**src/hdl/u8enc_pkg.sv**
```systemverilog
`timescale 1ns / 1ps
`default_nettype none

package u8enc_pkg;

    // Error codes carried with each result.
    typedef enum logic [1:0] {
        ERR_NONE  = 2'd0,
        ERR_PAIR  = 2'd1,
        ERR_LOW   = 2'd2,
        ERR_RANGE = 2'd3
    } t_err;

    // Unit modes of the configuration register.
    localparam logic MODE_UTF16 = 1'b0;
    localparam logic MODE_UTF32 = 1'b1;

    // Register byte addresses.
    localparam logic [2:0] ADDR_UNIT_MODE = 3'd0;

    localparam logic [31:0] MAX_CODE_POINT = 32'h0010_FFFF;
    localparam logic [20:0] SUPP_BASE      = 21'h01_0000;
    localparam logic [5:0]  HIGH_SURR_TAG  = 6'b110110;
    localparam logic [5:0]  LOW_SURR_TAG   = 6'b110111;

    // One encode job handed from the front end to the byte serializer.
    // len is the number of UTF-8 bytes minus one.
    typedef struct packed {
        logic [20:0] cp;
        logic [1:0]  len;
        t_err        err;
        logic        eos;
    } t_item;

    // Number of UTF-8 bytes minus one for a code point up to 0x10FFFF.
    function automatic logic [1:0] utf8_len(input logic [20:0] cp);
        logic [1:0] len;
        if (cp <= 21'h00007F) begin
            len = 2'd0;
        end else if (cp <= 21'h0007FF) begin
            len = 2'd1;
        end else if (cp <= 21'h00FFFF) begin
            len = 2'd2;
        end else begin
            len = 2'd3;
        end
        return len;
    endfunction

    // Byte number idx of the UTF-8 encoding of cp.
    function automatic logic [7:0] utf8_byte(input logic [20:0] cp, input logic [1:0] len,
                                             input logic [1:0] idx);
        logic [7:0] b;
        logic [1:0] rem;
        rem = len - idx;
        if (idx == 2'd0) begin
            unique case (len)
                2'd0: b = {1'b0, cp[6:0]};
                2'd1: b = {3'b110, cp[10:6]};
                2'd2: b = {4'b1110, cp[15:12]};
                2'd3: b = {5'b11110, cp[20:18]};
                default: b = 8'h00;
            endcase
        end else begin
            unique case (rem)
                2'd0: b = {2'b10, cp[5:0]};
                2'd1: b = {2'b10, cp[11:6]};
                2'd2: b = {2'b10, cp[17:12]};
                default: b = 8'h00;
            endcase
        end
        return b;
    endfunction

endpackage

`default_nettype wire

```
**src/hdl/u8enc_front.sv**
```systemverilog
`timescale 1ns / 1ps
`default_nettype none

module u8enc_front
    import u8enc_pkg::*;
(
    input  wire logic        i_clk,
    input  wire logic        i_rst_n,
    input  wire logic        i_unit_mode,
    input  wire logic        i_accept,
    input  wire logic [31:0] i_code_unit,
    input  wire logic        i_end_of_string,
    output logic             o_push,
    output t_item            o_item
);

    logic [9:0]  r_pend_bits, n_pend_bits;
    logic        r_pend_valid, n_pend_valid;
    logic        r_dropping, n_dropping;
    logic [15:0] unit16;
    logic        is_high, is_low;
    logic [20:0] cp;
    t_err        err;

    assign unit16  = i_code_unit[15:0];
    assign is_high = (unit16[15:10] == HIGH_SURR_TAG);
    assign is_low  = (unit16[15:10] == LOW_SURR_TAG);

    // Classify the accepted unit and update the surrogate and drop state.
    always_comb begin
        n_pend_bits  = r_pend_bits;
        n_pend_valid = r_pend_valid;
        n_dropping   = r_dropping;
        o_push       = 1'b0;
        cp           = 21'd0;
        err          = ERR_NONE;
        if (i_accept) begin
            priority if (r_dropping) begin
                if (i_end_of_string) begin
                    n_dropping   = 1'b0;
                    n_pend_valid = 1'b0;
                end
            end else if (i_unit_mode == MODE_UTF32) begin
                o_push = 1'b1;
                if (r_pend_valid) begin
                    err = ERR_PAIR;
                end else if (i_code_unit > MAX_CODE_POINT) begin
                    err = ERR_RANGE;
                end else begin
                    cp = i_code_unit[20:0];
                end
            end else if (r_pend_valid) begin
                o_push = 1'b1;
                if (is_low) begin
                    cp           = {1'b0, r_pend_bits, unit16[9:0]} + SUPP_BASE;
                    n_pend_valid = 1'b0;
                end else begin
                    err = ERR_PAIR;
                end
            end else if (is_high) begin
                if (i_end_of_string) begin
                    o_push = 1'b1;
                    err    = ERR_PAIR;
                end else begin
                    n_pend_bits  = unit16[9:0];
                    n_pend_valid = 1'b1;
                end
            end else if (is_low) begin
                o_push = 1'b1;
                err    = ERR_LOW;
            end else begin
                o_push = 1'b1;
                cp     = {5'd0, unit16};
            end

            // Any error clears the held surrogate and drops the rest of the string.
            if (o_push && (err != ERR_NONE)) begin
                n_pend_valid = 1'b0;
                n_dropping   = !i_end_of_string;
            end
        end
    end

    assign o_item.cp  = cp;
    assign o_item.len = utf8_len(cp);
    assign o_item.err = err;
    assign o_item.eos = i_end_of_string;

    always_ff @(posedge i_clk) begin
        if (!i_rst_n) begin
            r_pend_bits  <= 10'd0;
            r_pend_valid <= 1'b0;
            r_dropping   <= 1'b0;
        end else begin
            r_pend_bits  <= n_pend_bits;
            r_pend_valid <= n_pend_valid;
            r_dropping   <= n_dropping;
        end
    end

endmodule

`default_nettype wire

```
**src/hdl/u8enc_queue.sv**
```systemverilog
`timescale 1ns / 1ps
`default_nettype none

module u8enc_queue
    import u8enc_pkg::*;
#(
    parameter int DEPTH = 2
) (
    input  wire logic  i_clk,
    input  wire logic  i_rst_n,
    input  wire logic  i_push,
    input  wire t_item i_item,
    output logic       o_full,
    input  wire logic  i_pop,
    output logic       o_empty,
    output t_item      o_item
);

    localparam int PW = (DEPTH > 1) ? $clog2(DEPTH) : 1;
    localparam int CW = $clog2(DEPTH + 1);
    localparam logic [PW-1:0] LAST_PTR = PW'(DEPTH - 1);

    t_item         r_mem [DEPTH];
    logic [PW-1:0] r_wr_ptr, r_rd_ptr;
    logic [CW-1:0] r_count;
    logic          do_push, do_pop;

    assign o_full  = (r_count == CW'(DEPTH));
    assign o_empty = (r_count == '0);
    assign do_push = i_push && !o_full;
    assign do_pop  = i_pop && !o_empty;
    assign o_item  = r_mem[r_rd_ptr];

    // Entry storage.
    always_ff @(posedge i_clk) begin
        if (do_push) begin
            r_mem[r_wr_ptr] <= i_item;
        end
    end

    // Pointers and fill count.
    always_ff @(posedge i_clk) begin
        if (!i_rst_n) begin
            r_wr_ptr <= '0;
            r_rd_ptr <= '0;
            r_count  <= '0;
        end else begin
            if (do_push) begin
                r_wr_ptr <= (r_wr_ptr == LAST_PTR) ? '0 : r_wr_ptr + 1'b1;
            end
            if (do_pop) begin
                r_rd_ptr <= (r_rd_ptr == LAST_PTR) ? '0 : r_rd_ptr + 1'b1;
            end
            if (do_push && !do_pop) begin
                r_count <= r_count + 1'b1;
            end else if (do_pop && !do_push) begin
                r_count <= r_count - 1'b1;
            end
        end
    end

endmodule

`default_nettype wire

```
**src/hdl/u8enc_back.sv**
```systemverilog
`timescale 1ns / 1ps
`default_nettype none

module u8enc_back
    import u8enc_pkg::*;
(
    input  wire logic  i_clk,
    input  wire logic  i_rst_n,
    input  wire logic  i_q_empty,
    input  wire t_item i_q_item,
    output logic       o_q_pop,
    output logic       o_out_valid,
    input  wire logic  i_out_ready,
    output logic [7:0] o_out_byte,
    output logic       o_last_of_unit,
    output logic       o_last_of_string,
    output logic [1:0] o_error_code
);

    t_item      r_rec;
    logic [1:0] r_idx;
    logic       r_busy;
    logic       r_valid;
    logic [7:0] r_byte;
    logic       r_last_unit, r_last_str;
    t_err       r_err;

    t_item      cur;
    logic [1:0] cur_idx;
    logic       cur_valid, can_load, step, is_err, done;

    // Work on the held job, or start the job at the queue head.
    assign cur       = r_busy ? r_rec : i_q_item;
    assign cur_idx   = r_busy ? r_idx : 2'd0;
    assign cur_valid = r_busy || !i_q_empty;
    assign can_load  = !r_valid || i_out_ready;
    assign step      = can_load && cur_valid;
    assign o_q_pop   = can_load && !r_busy && !i_q_empty;
    assign is_err    = (cur.err != ERR_NONE);
    assign done      = is_err || (cur_idx == cur.len);

    // Serializer state.
    always_ff @(posedge i_clk) begin
        if (!i_rst_n) begin
            r_busy <= 1'b0;
            r_idx  <= 2'd0;
        end else if (step) begin
            r_busy <= !done;
            r_idx  <= cur_idx + 2'd1;
        end
    end

    always_ff @(posedge i_clk) begin
        if (step) begin
            r_rec <= cur;
        end
    end

    // Output register; takes a new byte whenever it is empty or the current one is taken.
    always_ff @(posedge i_clk) begin
        if (!i_rst_n) begin
            r_valid <= 1'b0;
        end else if (can_load) begin
            r_valid <= cur_valid;
        end
    end

    always_ff @(posedge i_clk) begin
        if (step) begin
            r_byte      <= is_err ? 8'h00 : utf8_byte(cur.cp, cur.len, cur_idx);
            r_last_unit <= done;
            r_last_str  <= is_err || (done && cur.eos);
            r_err       <= cur.err;
        end
    end

    assign o_out_valid      = r_valid;
    assign o_out_byte       = r_byte;
    assign o_last_of_unit   = r_last_unit;
    assign o_last_of_string = r_last_str;
    assign o_error_code     = r_err;

endmodule

`default_nettype wire

```
**src/hdl/utf16_utf32_to_utf8_encoder_top.sv**
```systemverilog
`timescale 1ns / 1ps
`default_nettype none

// UTF-16 / UTF-32 to UTF-8 encoder. Each input transfer carries one code unit, and the
// block emits one UTF-8 byte per output transfer, one to four per code point, or a single
// zero byte with an error code when a surrogate pair is broken, a low surrogate stands
// alone, or a UTF-32 value exceeds 0x10FFFF; after an error the rest of the string is
// discarded up to its end-of-string unit. A front end classifies units and pairs
// surrogates at one unit per cycle while the queue has room and feeds a QUEUE_DEPTH-entry
// queue; a serializer drains it at one byte per cycle, unless the output stalls, into an
// output register. Sustained throughput is therefore set by the output byte rate: a unit
// yields one to four bytes, four for supplementary code points, and a held high surrogate
// yields no output. A unit reaches the output through a queue entry and then the output
// register. The unit_mode register (byte address 0, bit 0) selects UTF-16 (0) or UTF-32
// (1) and should be written only while the block is idle.
module utf16_utf32_to_utf8_encoder_top
    import u8enc_pkg::*;
#(
    parameter int QUEUE_DEPTH = 2
) (
    input  wire logic        i_clk,
    input  wire logic        i_rst_n,
    // Code unit input
    input  wire logic        i_in_valid,
    output logic             o_in_ready,
    input  wire logic [31:0] i_code_unit,
    input  wire logic        i_end_of_string,
    // Byte output
    output logic             o_out_valid,
    input  wire logic        i_out_ready,
    output logic [7:0]       o_out_byte,
    output logic             o_last_of_unit,
    output logic             o_last_of_string,
    output logic [1:0]       o_error_code,
    // Configuration port
    input  wire logic        psel,
    input  wire logic        penable,
    input  wire logic        pwrite,
    input  wire logic [2:0]  paddr,
    input  wire logic [31:0] pwdata,
    output logic [31:0]      prdata,
    output logic             pready
);

    logic  r_unit_mode;
    logic  accept, push, q_full, q_empty, q_pop;
    t_item f_item, q_item;

    // Configuration register.
    always_ff @(posedge i_clk) begin
        if (!i_rst_n) begin
            r_unit_mode <= MODE_UTF16;
        end else if (psel && penable && pwrite && (paddr == ADDR_UNIT_MODE)) begin
            r_unit_mode <= pwdata[0];
        end
    end

    assign pready = 1'b1;
    assign prdata = (paddr == ADDR_UNIT_MODE) ? {31'd0, r_unit_mode} : 32'd0;

    assign o_in_ready = !q_full;
    assign accept     = i_in_valid && !q_full;

    u8enc_front u_front (
        .i_clk           (i_clk),
        .i_rst_n         (i_rst_n),
        .i_unit_mode     (r_unit_mode),
        .i_accept        (accept),
        .i_code_unit     (i_code_unit),
        .i_end_of_string (i_end_of_string),
        .o_push          (push),
        .o_item          (f_item)
    );

    u8enc_queue #(
        .DEPTH (QUEUE_DEPTH)
    ) u_queue (
        .i_clk   (i_clk),
        .i_rst_n (i_rst_n),
        .i_push  (push),
        .i_item  (f_item),
        .o_full  (q_full),
        .i_pop   (q_pop),
        .o_empty (q_empty),
        .o_item  (q_item)
    );

    u8enc_back u_back (
        .i_clk            (i_clk),
        .i_rst_n          (i_rst_n),
        .i_q_empty        (q_empty),
        .i_q_item         (q_item),
        .o_q_pop          (q_pop),
        .o_out_valid      (o_out_valid),
        .i_out_ready      (i_out_ready),
        .o_out_byte       (o_out_byte),
        .o_last_of_unit   (o_last_of_unit),
        .o_last_of_string (o_last_of_string),
        .o_error_code     (o_error_code)
    );

endmodule

`default_nettype wire

```
**config.mk**
```make
export PLATFORM = sky130hd
export DESIGN_NAME = utf16_utf32_to_utf8_encoder_top
export DESIGN_NICKNAME = d
export VERILOG_FILES = /design/src/hdl/u8enc_pkg.sv /design/src/hdl/u8enc_front.sv /design/src/hdl/u8enc_queue.sv /design/src/hdl/u8enc_back.sv /design/src/hdl/utf16_utf32_to_utf8_encoder_top.sv
export SDC_FILE = /design/constraint.sdc
export NUM_CORES = 1
export LEC_CHECK = 0
export BUFFER_PORTS_ARGS = -buffer_cell sky130_fd_sc_hd__buf_2
export CORE_MARGIN = 2
export CORE_UTILIZATION = 40
export DETAILED_ROUTE_END_ITERATION = 8
export PLACE_DENSITY = 0.73
export SYNTH_ARGS = -nofsm -noshare
export SYNTH_HDL_FRONTEND = slang
export SYNTH_SLANG_ARGS = --single-unit
```
**constraint.sdc**
```tcl
create_clock -name i_clk -period 2.9 [get_ports i_clk]
set_input_delay 0.58 -clock i_clk [delete_from_list [all_inputs] [get_ports i_clk]]
set_output_delay 0.58 -clock i_clk [all_outputs]
set_load 0.01 [all_outputs]
```
---- Yosys cells after proc, flatten, opt, wreduce, memory -nomap -nowiden ----
Memories as Yosys holds them, arrays and structs flattened. A register that Yosys moved wholly into a read port is not among the register bits.
Cells that the tools add are included.
cells by class
  $add $sub $neg .......................... 7
  $lt $le $gt $ge ......................... 4
  equal/unequal tests ..................... 11
  multiplexer cells ....................... 54
  bitwise operators ....................... 4
  reduce and logical (&&, ||, !) cells .... 35
operator list
  kind                                                             number
  2-to-1 mux 21 bit                                                8
  greater-than comparator 32 x 21 -> 1 bit, second input constant  1
  one-hot mux 8 bit (4 select lines)                               1
  2-to-1 mux 2 bit                                                 14
  2-to-1 mux 1 bit                                                 27
  2-to-1 mux 26 bit                                                1
  one-hot mux 8 bit (3 select lines)                               1
  adder 20 x 17 -> 21 bit, second input constant                   1
  <= comparator 21 x 11 -> 1 bit, second input constant            1
  <= comparator 21 x 16 -> 1 bit, second input constant            1
  <= comparator 21 x 7 -> 1 bit, second input constant             1
  2-to-1 mux 16 bit                                                1
  logical AND 1 bit                                                13
  == test 6 bit, second input constant                             2
  == test 2 bit, second input constant                             4
  logical NOT 1 bit                                                8
  logical NOT 2 bit                                                4
  2-to-1 mux 8 bit                                                 1
  AND reduction 6 bit                                              1
  nonzero test 2 bit                                               3
  adder 2 x 1 -> 2 bit, second input constant                      2
  == test 2 x 1 -> 1 bit, second input constant                    2
  logical OR 1 bit                                                 4
  NOT 1 bit                                                        4
  other kinds (8)                                                  9
storage, ports and cells
  flip-flop bits (word level) ............. 57
  RAM bits ................................ 52
  input port bits ......................... 75
  output and inout bits ................... 47
  logic and storage cells ................. 133
  memories kept ........................... 1
memory list
  memory         words  bits a word  read ports  clocked after Yosys merged registers in  write ports  RTL line           RTL
  u_queue.r_mem  2      26           1           1                                        1            u8enc_queue.sv:23  t_item r_mem [DEPTH];

---- Depth between registers and ports, before layout ----
Gate-level depths: netlist of run 1.
  depth after elaboration ................. 12
  depth in mapped cells ................... 11
  mapped depth without buffers ............ 9

---- Hierarchy ----
A second synthesis of run 1 with hierarchy kept.
second synthesis, totals
  cell total of the unflattened synthesis .. 468
  area, all modules ....................... 5,723.0 µm²
by module, submodules not included
  module                           times used  cells an instance  area an instance (µm²)  seq. area each (µm²)
  u8enc_back                       1           168                2,205.9                 1,161.1
  u8enc_queue                      1           106                2,108.3                 1,661.6
  u8enc_front                      1           151                1,089.8                 240.2
  utf16_utf32_to_utf8_encoder_top  1           43                 319.1                   20.0

---- Worst setup path before layout of run 1 ----
No wires, ideal clock.
  path kind ............................... reg2reg
  start ................................... register u_back.r_busy
  end ..................................... register u_back.r_idx[0]
  library setup time ...................... 0.065 ns
  arrival time ............................ 3.068 ns
  data required time ...................... 2.835 ns
  path slack .............................. -0.233 ns
  stages on the path, launching flop included .. 6
  buffers on the path ..................... 2
  period minus slack after synthesis ...... 3.133 ns
  cell sequence ........................... dfxtp_1 -> clkbuf_1 -> buf_1 -> nor3_1 -> nor2_1 -> o221a_2
between the ends
  cells in the longest elaborated chain, start to end .. 2
  elaborated cells on any way between the ends .. 4
  those cells by class .................... add/sub: 1; mux: 1; reduce/logical: 2
ends and longest elaborated chain
  item                      RTL line          RTL
  start: declaration        u8enc_back.sv:22  logic r_busy;
  start signal: assignment  u8enc_back.sv:48  r_busy <= !done;
  logical OR 1 bit          u8enc_back.sv:35  assign cur_valid = r_busy || !i_q_empty;
  logical AND 1 bit         u8enc_back.sv:37  assign step = can_load && cur_valid;
  via u_back.step           u8enc_back.sv:30  logic cur_valid, can_load, step, is_err, done;
  end signal: assignment    u8enc_back.sv:49  r_idx <= cur_idx + 2'd1;
  end: declaration          u8enc_back.sv:21  logic [1:0] r_idx;
The timed path passes the listed nets, and every way through them passes these cells.
A chain may end at the register's enable or synchronous reset.

==> results.cfg, run 1 <==
[status]
status = finished clean

[worst_setup_path]
critPathBufInv = 1
slowest_stage = dfxtp_1
cp_top_family = compound AO/OA/AOI/OAI gates
crit_type = flop to flop
worstSetupEndpointType = flop
max_stage_delay_ps = 520
crit_chain = mux2i_1 -> o21a_1 -> ha_1 -> xor2_1 -> buf_4 -> mux2i_1 -> a211oi_1 -> a211oi_1
worstPathMaxFanout = 13
start_kind = flop
worst_ep_arrival_time_ps = 2740
rr_worst_depth = 8
required_ps = 3060
path_depth = 8

[synthesis]
synth-seq-cells = 110
yosys-top-cells-area = edfxtp_1 48%, dfxtp_1 8.0%, mux2i_1 8.0%
synth_top_family_by_area = simple AND/OR/NAND/NOR gates
syn_area_sq_um = 5528
synthMuxAreaShare_pct = 8.375
synth_ff_type = edfxtp_1
synth_edf_count = 88
synth-xor-area-share_pct = 1.109
ys.warnings.count = 0
synth-simple-area-share_pct = 14.64
netlist_instances = 488
synth_compound_area_share_pct = 11.02
synth_fa_ha_area_share_pct = 0.9054
synthArstFlopShare_pct = 0
avgSynthCellArea_sq_um = 11.33
yosysTopAreaCell = edfxtp_1
synth_top_area_share_pct = 47.80
yosysSeqAreaShare_pct = 55.77
ys_types = 59

[cells_and_area]
final_cells = 721
layout-drive-gt1-share_pct = 18.72
design_area_sq_um = 6173
diodes = 0
fin_nets = 619
area_growth_pct = 11.68
fin_util_pct = 46.25

[placement]
place_ws_ps = 82.85
numPortBuffers = 58
dpl_cell_area_sq_um = 5897
gp_congestion = 0.9093
hpwl_mm = 7.981
dp.cells = 705

[timing]
fin_crit_sh_pct = 89.20
period_needed_ps = 2587
fin_hold_ws_ps = 460.0
finClkSkew_ps = 7.763
finalSetupViolations = 0
finalHoldViolations = 0
setup_tns_ps = 0
rsz0062_at_grt = no
layout_setup_ws_ps = 313.2
max_freq_mhz = 386.6
slew-limit-headroom_pct = 59.80
worst_slew_pin_slew_ps = 601.5
slew_violations = 0

[global_routing]
grt_pass1_wl_mm = 17.71
grt_start_max_net_pins = 40
grt_use_total_pct = 15.34
grt_pass1_vias = 3612
antenna_found_initial = 0
overflow = 0

[drt]
ant_nets = 0
route.met2.wl_mm = 5.078
top_layer_used = met4
drt_first_pass_iters = 6
via_count = 3654
post_drt_wl_per_cell_microns = 15.05
met3_length_microns = 602
route.detailed.drc = 0
drtIter0Drc = 308
viasPerCell = 5.068
wirelength_mm = 10.85
wl_met1_mm = 4.995

[clock_tree]
clk_pin_slew_ps = 70
cts_resized = 0
clk_latency_ps = 350
cts_hold_buf = 0
h-tree-depth = 3
clockBufferDepth = 2
cts_root_buf = clkbuf_16
cts_sinks = 110
post_cts_buffers = 0
cts_tree = built
numCtsBuffers = 9

[die]
die_area_sq_um = 14780
die_y_microns = 121.6
row_count = 42
coreArea_sq_um = 13350
ioPinCount = 122
die_w_microns = 121.6
start_util_pct = 41.41

[pwr]
power_leakage_nw = 2.337
p_total_mw = 5.536
ir_drop_uv = 339.9
power_density_nw_per_um2 = 896.7

[min_path]
worstHoldPathType = input port to flop
hold_path_depth = 2

[run]
maxCapViolCount = 0
synthesized netlist by cell type, types with 11 or more instances:
master / instances
and2_1: 17
nor2b_1: 15
a21oi_1: 21
clkbuf_1: 11
o21ai_0: 23
inv_1: 22
mux2i_1: 44
nand2_1: 30
edfxtp_1: 88
buf_4: 36
dfxtp_1: 22
nor2_1: 35
kinds of logic (layout without fill, tap and decap cells):
logic type	count (synthesis)	in the layout
compound gates	92	92
xor+xnor	7	7
fa+ha+maj	4	4
buf+inv	80	107
flops	110	110
mux	46	46
other cells	2	32
simple gates	147	147
power breakdown:
group,total (mW),internal [mW],switching [mW]
registers,2.50,2.34,0.163
clock network,1.15,0.591,0.558
logic,1.89,0.693,1.19
cell type report:
type | instances | area (sq um)
Multi-Input combinational cell | 328 | 2126
Clock inverter | 6 | 47.55
Clock buffer | 10 | 229.0
Inverter | 22 | 82.58
Sequential cell | 110 | 3083
Fill cell | 1235 | 7174
Timing Repair Buffer | 69 | 385.4
Tap cell | 176 | 220.2
worst register-to-register path, cell delays in order, from the launching register on:
cell	delay (ps)
dfxtp_1	520
mux2i_1	280
o21a_1	320
ha_1	220
xor2_1	210
buf_4	250
mux2i_1	230
a211oi_1	100
a211oi_1	270
state kept, by name (all words and copies together) (netlist names), named ones only:
name                     cells
u_queue.r_wr_ptr             1
u_back.o_last_of_string      1
u_back.r_busy                1
u_queue.r_mem               52
u_back.o_out_byte            8
u_front.r_pend_valid         1
u_back.r_rec                26
u_back.o_last_of_unit        1
u_front.r_dropping           1
u_queue.r_count              2
u_back.o_out_valid           1
u_front.r_pend_bits         10
u_back.r_idx                 2
r_unit_mode                  1
u_queue.r_rd_ptr             1
metal layers:
layer,up-vias,global-route usage [%]
met5,-,0
met4,0,5.460
met3,17,3.371
met2,125,24.40
met1,1692,20.82
li1,1820,-
worst paths after layout:
check | from | to | slack [ps]
max | flop | u_back.o_out_byte[2] | 310
min | i_in_valid | u_front.r_pend_valid | 460
max reg2reg | flop | u_back.o_out_byte[2] | 310
min reg2reg | u_front.r_pend_bits[3] | u_front.r_pend_bits[3] | 540
placed cells by master, fill, tap and decap left out, types with 3 or more instances in the layout:
master / count
a211oi_1: 9
a21oi_1: 21
a22oi_1: 5
a31oi_1: 4
and2_1: 17
buf_2: 58
buf_4: 10
clkbuf_16: 9
conb_1: 32
dfxtp_1: 22
edfxtp_1: 88
ha_1: 4
inv_1: 22
mux2i_1: 44
nand2_1: 30
nand2b_1: 4
nand3_1: 6
nand4_1: 3
nor2_1: 32
nor2_2: 3
nor2b_1: 15
nor3_1: 9
nor3b_1: 3
nor4_1: 3
o211a_1: 3
o21a_1: 5
o21ai_0: 23
or4_4: 3
xnor2_1: 4
xor2_1: 3
No activity file was read; power rests on OpenSTA's default activity.
==> run 2, diff against run 1 <==
--- a/config.mk
+++ b/config.mk
@@ -12,4 +12,5 @@
 export PLACE_DENSITY = 0.73
 export SYNTH_ARGS = -nofsm -noshare
 export SYNTH_HDL_FRONTEND = slang
+export SYNTH_HIERARCHICAL = 1
 export SYNTH_SLANG_ARGS = --single-unit
==> run 2 against run 1 <==
- sequential power increased by 2%
- first-iteration DRC count is 30% lower
- core utilization decreased by 0.23 points
- sequential share of layout area shrank 1.9 points
- combinational power rose by 15%
- setup slack lost 24 ps
- critical path depth grew 2
- design area increased by 3.9%
- total power grew 7.2%
- die area grew 3.4%
- hold slack gained 13 ps
- largest power group unchanged
==> results.cfg, run 2 <==
[status]
status = finished clean

[run]
maxCapViolCount = 0

[die]
ioPinCount = 122
die_area_sq_um = 15280
start_util_pct = 41.07
coreArea_sq_um = 13930
die_w_microns = 123.6
die_y_microns = 123.6
row_count = 43

[cells_and_area]
largestRegisters = u_queue/r_mem x52, u_back/r_rec x24, u_front/r_pend_bits x10
largest_reg_flops = 52
diodes = 0
layout-drive-gt1-share_pct = 28.97
final_cell_mix = 88 x edfxtp_1, 58 x buf_2, 43 x nand2_1
layout_commonest_cell = edfxtp_1
design_area_sq_um = 6412
regMostFlops = u_queue/r_mem
area_growth_pct = 12.05
fin_nets = 609

[worst_setup_path]
reg2reg_to = u_queue/r_count[1]
r2r-start = u_queue/r_count[0]
worstPathMaxFanout = 5
r2r_setup_slack_ps = 290
worst_ep_arrival_time_ps = 2870
required_ps = 3160
critPathBufInv = 2
cp_top_family = simple AND/OR/NAND/NOR gates
start_kind = flop
crit_chain = nand2b_1 -> inv_2 -> nor2b_1 -> nand2b_1 -> a31oi_1 -> inv_1 -> nor2_1 -> ha_1 -> or3_1 -> a21boi_1
worstSetupEndpointType = flop
max_stage_delay_ps = 430
slowest_stage = dfxtp_1
crit_top_cell = nand2b_1
rr_worst_depth = 10
crit_type = flop to flop

[synthesis]
yosys-top-cells-count = 88 x edfxtp_1, 43 x nand2_1, 42 x mux2_2, 39 x buf_4, 27 x nor2_1
synth.most_common_cell = edfxtp_1
netlist_instances = 468
yosysTopAreaCell = edfxtp_1
ys.warnings.count = 6
yosys-top-cells-area = edfxtp_1 46%, mux2_2 8.3%, dfxtp_1 7.7%
synth_top_area_share_pct = 46.17
synth-seq-cells = 110
synth_edf_count = 88
avgSynthCellArea_sq_um = 12.23
yosysSeqAreaShare_pct = 53.87
ys_types = 72
synth_ff_type = edfxtp_1
syn_area_sq_um = 5723
synthArstFlopShare_pct = 0

[placement]
hpwl_mm = 8.718
numPortBuffers = 58
gp_congestion = 0.8811
place_ws_ps = 287.5
dpl_cell_area_sq_um = 6123

[global_routing]
grt_use_total_pct = 16.07
busiest_layer = met2
antenna_found_initial = 0
grt_start_max_net_pins = 33
overflow = 0
grt_pass1_vias = 3543
grt_use_met2_pct = 25.82
met3_usage_pct = 3.571
use_met1_pct = 22.11
grt_pass1_wl_mm = 18.71

[drt]
via_count = 3722
ant_nets = 0
route.detailed.drc = 0
drtIter0Drc = 216
wirelength_mm = 11.78
post_drt_wl_per_cell_microns = 16.48
viasPerCell = 5.206
drt_first_pass_iters = 4

[min_path]
hold_path_depth = 2
worstHoldPathType = flop to flop
hold_end = u_front/r_pend_bits[5]
holdCritStartpoint = u_front/r_pend_bits[5]

[pwr]
power_density_nw_per_um2 = 925.4
power_leakage_nw = 2.431
ir_drop_uv = 345.4
p_total_mw = 5.934

[clock_tree]
cts_sinks = 110
cts_hold_buf = 0
clockBufferDepth = 2
h-tree-depth = 3
post_cts_buffers = 0
cts_root_buf = clkbuf_16
clk_pin_slew_ps = 70
numCtsBuffers = 9
clk_latency_ps = 340
cts_tree = built
cts_resized = 0

[timing]
finalHoldViolations = 0
finalSetupViolations = 0
setup_tns_ps = 0
fin_crit_sh_pct = 90.02
finClkSkew_ps = 6.663
slew-limit-headroom_pct = 60.05
period_needed_ps = 2611
max_freq_mhz = 383.0
rsz0062_at_grt = no
layout_setup_ws_ps = 289.3
slew_violations = 0
worst_slew_pin_slew_ps = 597.9
-- run 2: cell count changes after synthesis, moves of 5 or more --
cell	delta
a21oi_1	-12
a21boi_0	+7
clkbuf_1	-8
a21boi_1	+5
mux2_2	+40
o21ai_0	-18
inv_1	-11
a22oi_1	-5
nor2_1	-8
a211oi_1	-5
a31oi_1	+8
mux2i_1	-34
nor2b_1	-11
nand2_1	+13
-- run 2: where the power goes --
part	switching (mW)	leakage (nW)	total [mW]	internal, mW
combinational	1.24	1.27	2.18	0.938
clock	0.549	0.142	1.22	0.670
sequential	0.163	1.02	2.54	2.37
total	1.95	2.43	5.93	3.98
-- run 2: worst max path at each step --
stage	from	to	slack [ps]	depth (start not counted)
finish	u_queue/r_count[0]	u_queue/r_count[1]	290	10
global route	u_queue/r_count[0]	u_queue/r_count[1]	30	10
CTS	u_queue/r_count[0]	u_queue/r_count[1]	260	10
detailed placement	u_queue/r_count[0]	u_queue/r_count[1]	290	10
global placement	flop	u_back/o_out_byte[1]	410	6
floorplan	u_queue/r_count[0]	u_queue/r_mem[0][0]	20	8
-- run 2: layer usage --
layer	wire length, microns	up-vias
met1	5405	1794
met2	5665	121
met3	578	12
met4	132	0
met5	0	-
li1	-	1795
-- run 2: worst min-delay path: stages, from the launching register on --
cell	delay, ps
dfxtp_1	310
nand2_1	50
a21boi_0	70
-- run 2: final cells by class --
cell class,count,area (sq um)
Inverter,15,56.30
Clock inverter,6,60.06
Timing Repair Buffer,71,400.4
Clock buffer,10,229.0
Sequential cell,110,3083
Fill cell,1256,7522
Tap cell,180,225.2
Multi-Input combinational cell,323,2359
-- run 2: cells by family after synthesis --
kind of cell	Yosys count	share of synthesized area, %
AO/OA/AOI/OAI	77	10.12
XOR/XNOR	10	2.361
adder cells (fa/ha/maj)	4	0.8745
buffers and inverters	65	7.193
flip-flops	110	53.87
multiplexers	62	12.61
other	2	0.1312
AND/OR/NAND/NOR	138	12.83
-- run 2: per-stage QoR --
| step | std cells | hold WS, ps | utilization, % |
|---|---|---|---|
| CTS | 715 | 469.6 | 46.02 |
| detailed placement | 699 | 462.1 | 43.94 |
| floorplan | 498 | 441.0 | - |
| finish | 715 | 473.5 | 46.02 |
| global route | 715 | 487.1 | 46.02 |
| global placement | 699 | 457.3 | 43.94 |
==> run 3, diff against run 2 <==
--- a/config.mk
+++ b/config.mk
@@ -9,6 +9,7 @@
 export CORE_MARGIN = 2
 export CORE_UTILIZATION = 40
 export DETAILED_ROUTE_END_ITERATION = 8
+export GPL_TIMING_DRIVEN = 0
 export PLACE_DENSITY = 0.73
 export SYNTH_ARGS = -nofsm -noshare
 export SYNTH_HDL_FRONTEND = slang
==> run 3 against run 2 <==
- critical path depth fell by 3
- cell count rose by 5.5%
- sequential power is essentially flat
- routed wire length is 4.1% higher
- hold slack got worse by 8.8 ps
- sequential cell count did not move
- non-clock buffer count rose by 39
- critical endpoint is now u_back/o_out_byte[1]
- largest power group unchanged
==> results.cfg, run 3 (synthesized netlist as in run 2, its figures left out) <==
[status]
status = finished clean

[clock_tree]
h-tree-depth = 3
clockBufferDepth = 2
cts_tree = built
clk_latency_ps = 350
cts_sinks = 110
cts_root_buf = clkbuf_16
clk_pin_slew_ps = 80
cts_hold_buf = 0
numCtsBuffers = 9

[global_routing]
grt_use_total_pct = 17.07
grt_pass1_wl_mm = 19.91
antenna_found_initial = 0
overflow = 0
grt_pass1_vias = 3918
grt_start_max_net_pins = 27

[timing]
slew-limit-headroom_pct = 57.80
period_needed_ps = 2725
layout_setup_ws_ps = 175.2
fin_crit_sh_pct = 93.96
max_freq_mhz = 367.0
worst_slew_pin_slew_ps = 631.7
finalHoldViolations = 0
rsz0062_at_grt = no
slew_violations = 0
finalSetupViolations = 0
finClkSkew_ps = 11.03

[worst_setup_path]
crit_type = flop to flop
worstPathMaxFanout = 8
worstSetupEndpointType = flop
start_kind = flop
slowest_stage = mux2_2
worst_ep_arrival_time_ps = 2830
critPathBufInv = 1
max_stage_delay_ps = 380
required_ps = 3000
crit_chain = buf_2 -> mux2_2 -> mux2i_4 -> ha_2 -> xor2_4 -> mux2_4 -> a211o_1
reg2reg_to = u_back/o_out_byte[1]
r2r_setup_slack_ps = 180
cp_top_family = multiplexers
rr_worst_depth = 7

[cells_and_area]
fin_nets = 648
layout-drive-gt1-share_pct = 34.32
area_growth_pct = 17.95
largestRegisters = u_queue/r_mem x52, u_back/r_rec x24, u_front/r_pend_bits x10
design_area_sq_um = 6750
largest_reg_flops = 52
diodes = 0
regMostFlops = u_queue/r_mem
final_cell_mix = 88 x edfxtp_1, 62 x buf_2, 43 x nand2_1
layout_commonest_cell = edfxtp_1
final_cells = 754

[drt]
ant_nets = 0
top_layer_used = met4
route.detailed.drc = 0
met3_length_microns = 678
viasPerCell = 5.021
route.met2.wl_mm = 5.871
post_drt_wl_per_cell_microns = 16.26
drtIter0Drc = 285
via_count = 3786
wirelength_mm = 12.26
drt_first_pass_iters = 4
wl_met1_mm = 5.358

[run]
maxCapViolCount = 0

[die]
die_w_microns = 123.6
row_count = 43
coreArea_sq_um = 13930
ioPinCount = 122
start_util_pct = 41.07
die_area_sq_um = 15280
die_y_microns = 123.6

[pwr]
clkPwrFrac_pct = 20.2
power.internal_mw = 4.019
switching_share_pct = 33.76
ir_drop_uv = 461.2
power_switching_mw = 2.049
seqPwrFrac_pct = 41.6
power_leakage_nw = 2.635
power_density_nw_per_um2 = 898.9
pwr-share-comb_pct = 38.2

[placement]
hpwl_mm = 9.391
numPortBuffers = 58
dpl_cell_area_sq_um = 6411
place_ws_ps = -206.8
gp_congestion = 0.8862
dp.cells = 738

[min_path]
hold_path_depth = 3
worstHoldPathType = input port to flop
hold_end = r_unit_mode
holdCritStartpoint = pwdata[0]
==> run 3: cell types whose count changed in the layout (fill, tap and decap cells not counted), moves of 2 or more <==
cell      delta
buf_6        +2
clkinv_1     -2
buf_4       +27
buf_2        +4
clkinv_8     +2
clkbuf_1     +2
==> run 3: final cells by class <==
class                      count  area, sq um
buffer                        49        350.3
clock buffer                   9        225.2
fill                        1220         7184
sequential                   110         3083
clock inverter                 7        77.57
inverter                      15        56.30
timing repair buffer          61        352.8
tap                          180        225.2
multi-input combinational    323         2380
==> run 3: metal layers <==
metal | GRT usage, % | vias up
met5 | 0 | -
met3 | 3.022 | 27
met2 | 28.95 | 134
met4 | 7.599 | 0
met1 | 21.35 | 1755
li1 | - | 1870
==> run 3: power by group through the flow <==
stage,combinational [mW],sequential [mW],clock (mW)
global placement,2.10,2.56,0
floorplan,1.58,2.58,0
finish,2.32,2.52,1.23
detailed placement,2.27,2.56,0
global route,2.54,2.57,1.30
CTS,2.32,2.53,1.25
==> run 3: how the worst max path moves through the flow <==
stage                        from                    to  slack, ps  depth (start not counted)
5_1_grt        u_queue/r_count[0]    u_queue/r_count[1]         50                         11
6_report                     flop  u_back/o_out_byte[1]        180                          7
2_1_floorplan  u_queue/r_count[0]   u_queue/r_mem[0][0]         20                          8
4_1_cts                      flop  u_back/o_out_byte[1]         20                          7
3_5_place_dp   u_queue/r_count[0]   u_queue/r_mem[1][6]       -210                          7
3_3_place_gp           i_in_valid   u_queue/r_mem[0][6]       -760                          7
==> run 3: stage by stage <==
| stage | power (mW) | setup TNS, ps | util, % | hold WS, ps |
|---|---|---|---|---|
| after floorplan | 4.156 | 0 | - | 441.0 |
| after global placement | 4.663 | -24080 | 45.60 | 458.7 |
| after detailed placement | 4.828 | -6543 | 46.01 | 465.8 |
| after CTS | 6.097 | 0 | 48.35 | 459.5 |
| after global routing | 6.423 | 0 | 48.44 | 483.5 |
| final | 6.068 | 0 | 48.44 | 464.7 |
==> run 3: what timing repair did <==
action	CTS	global route
endpoints found under the setup margin	43	20
pin swaps	1	1
setup buffers	1	0
resized for setup	2	3
==> run 3: tightest hold or removal path, stage by stage <==
cell,delay [ps]
buf_2,90
nand2_1,40
mux2i_1,50
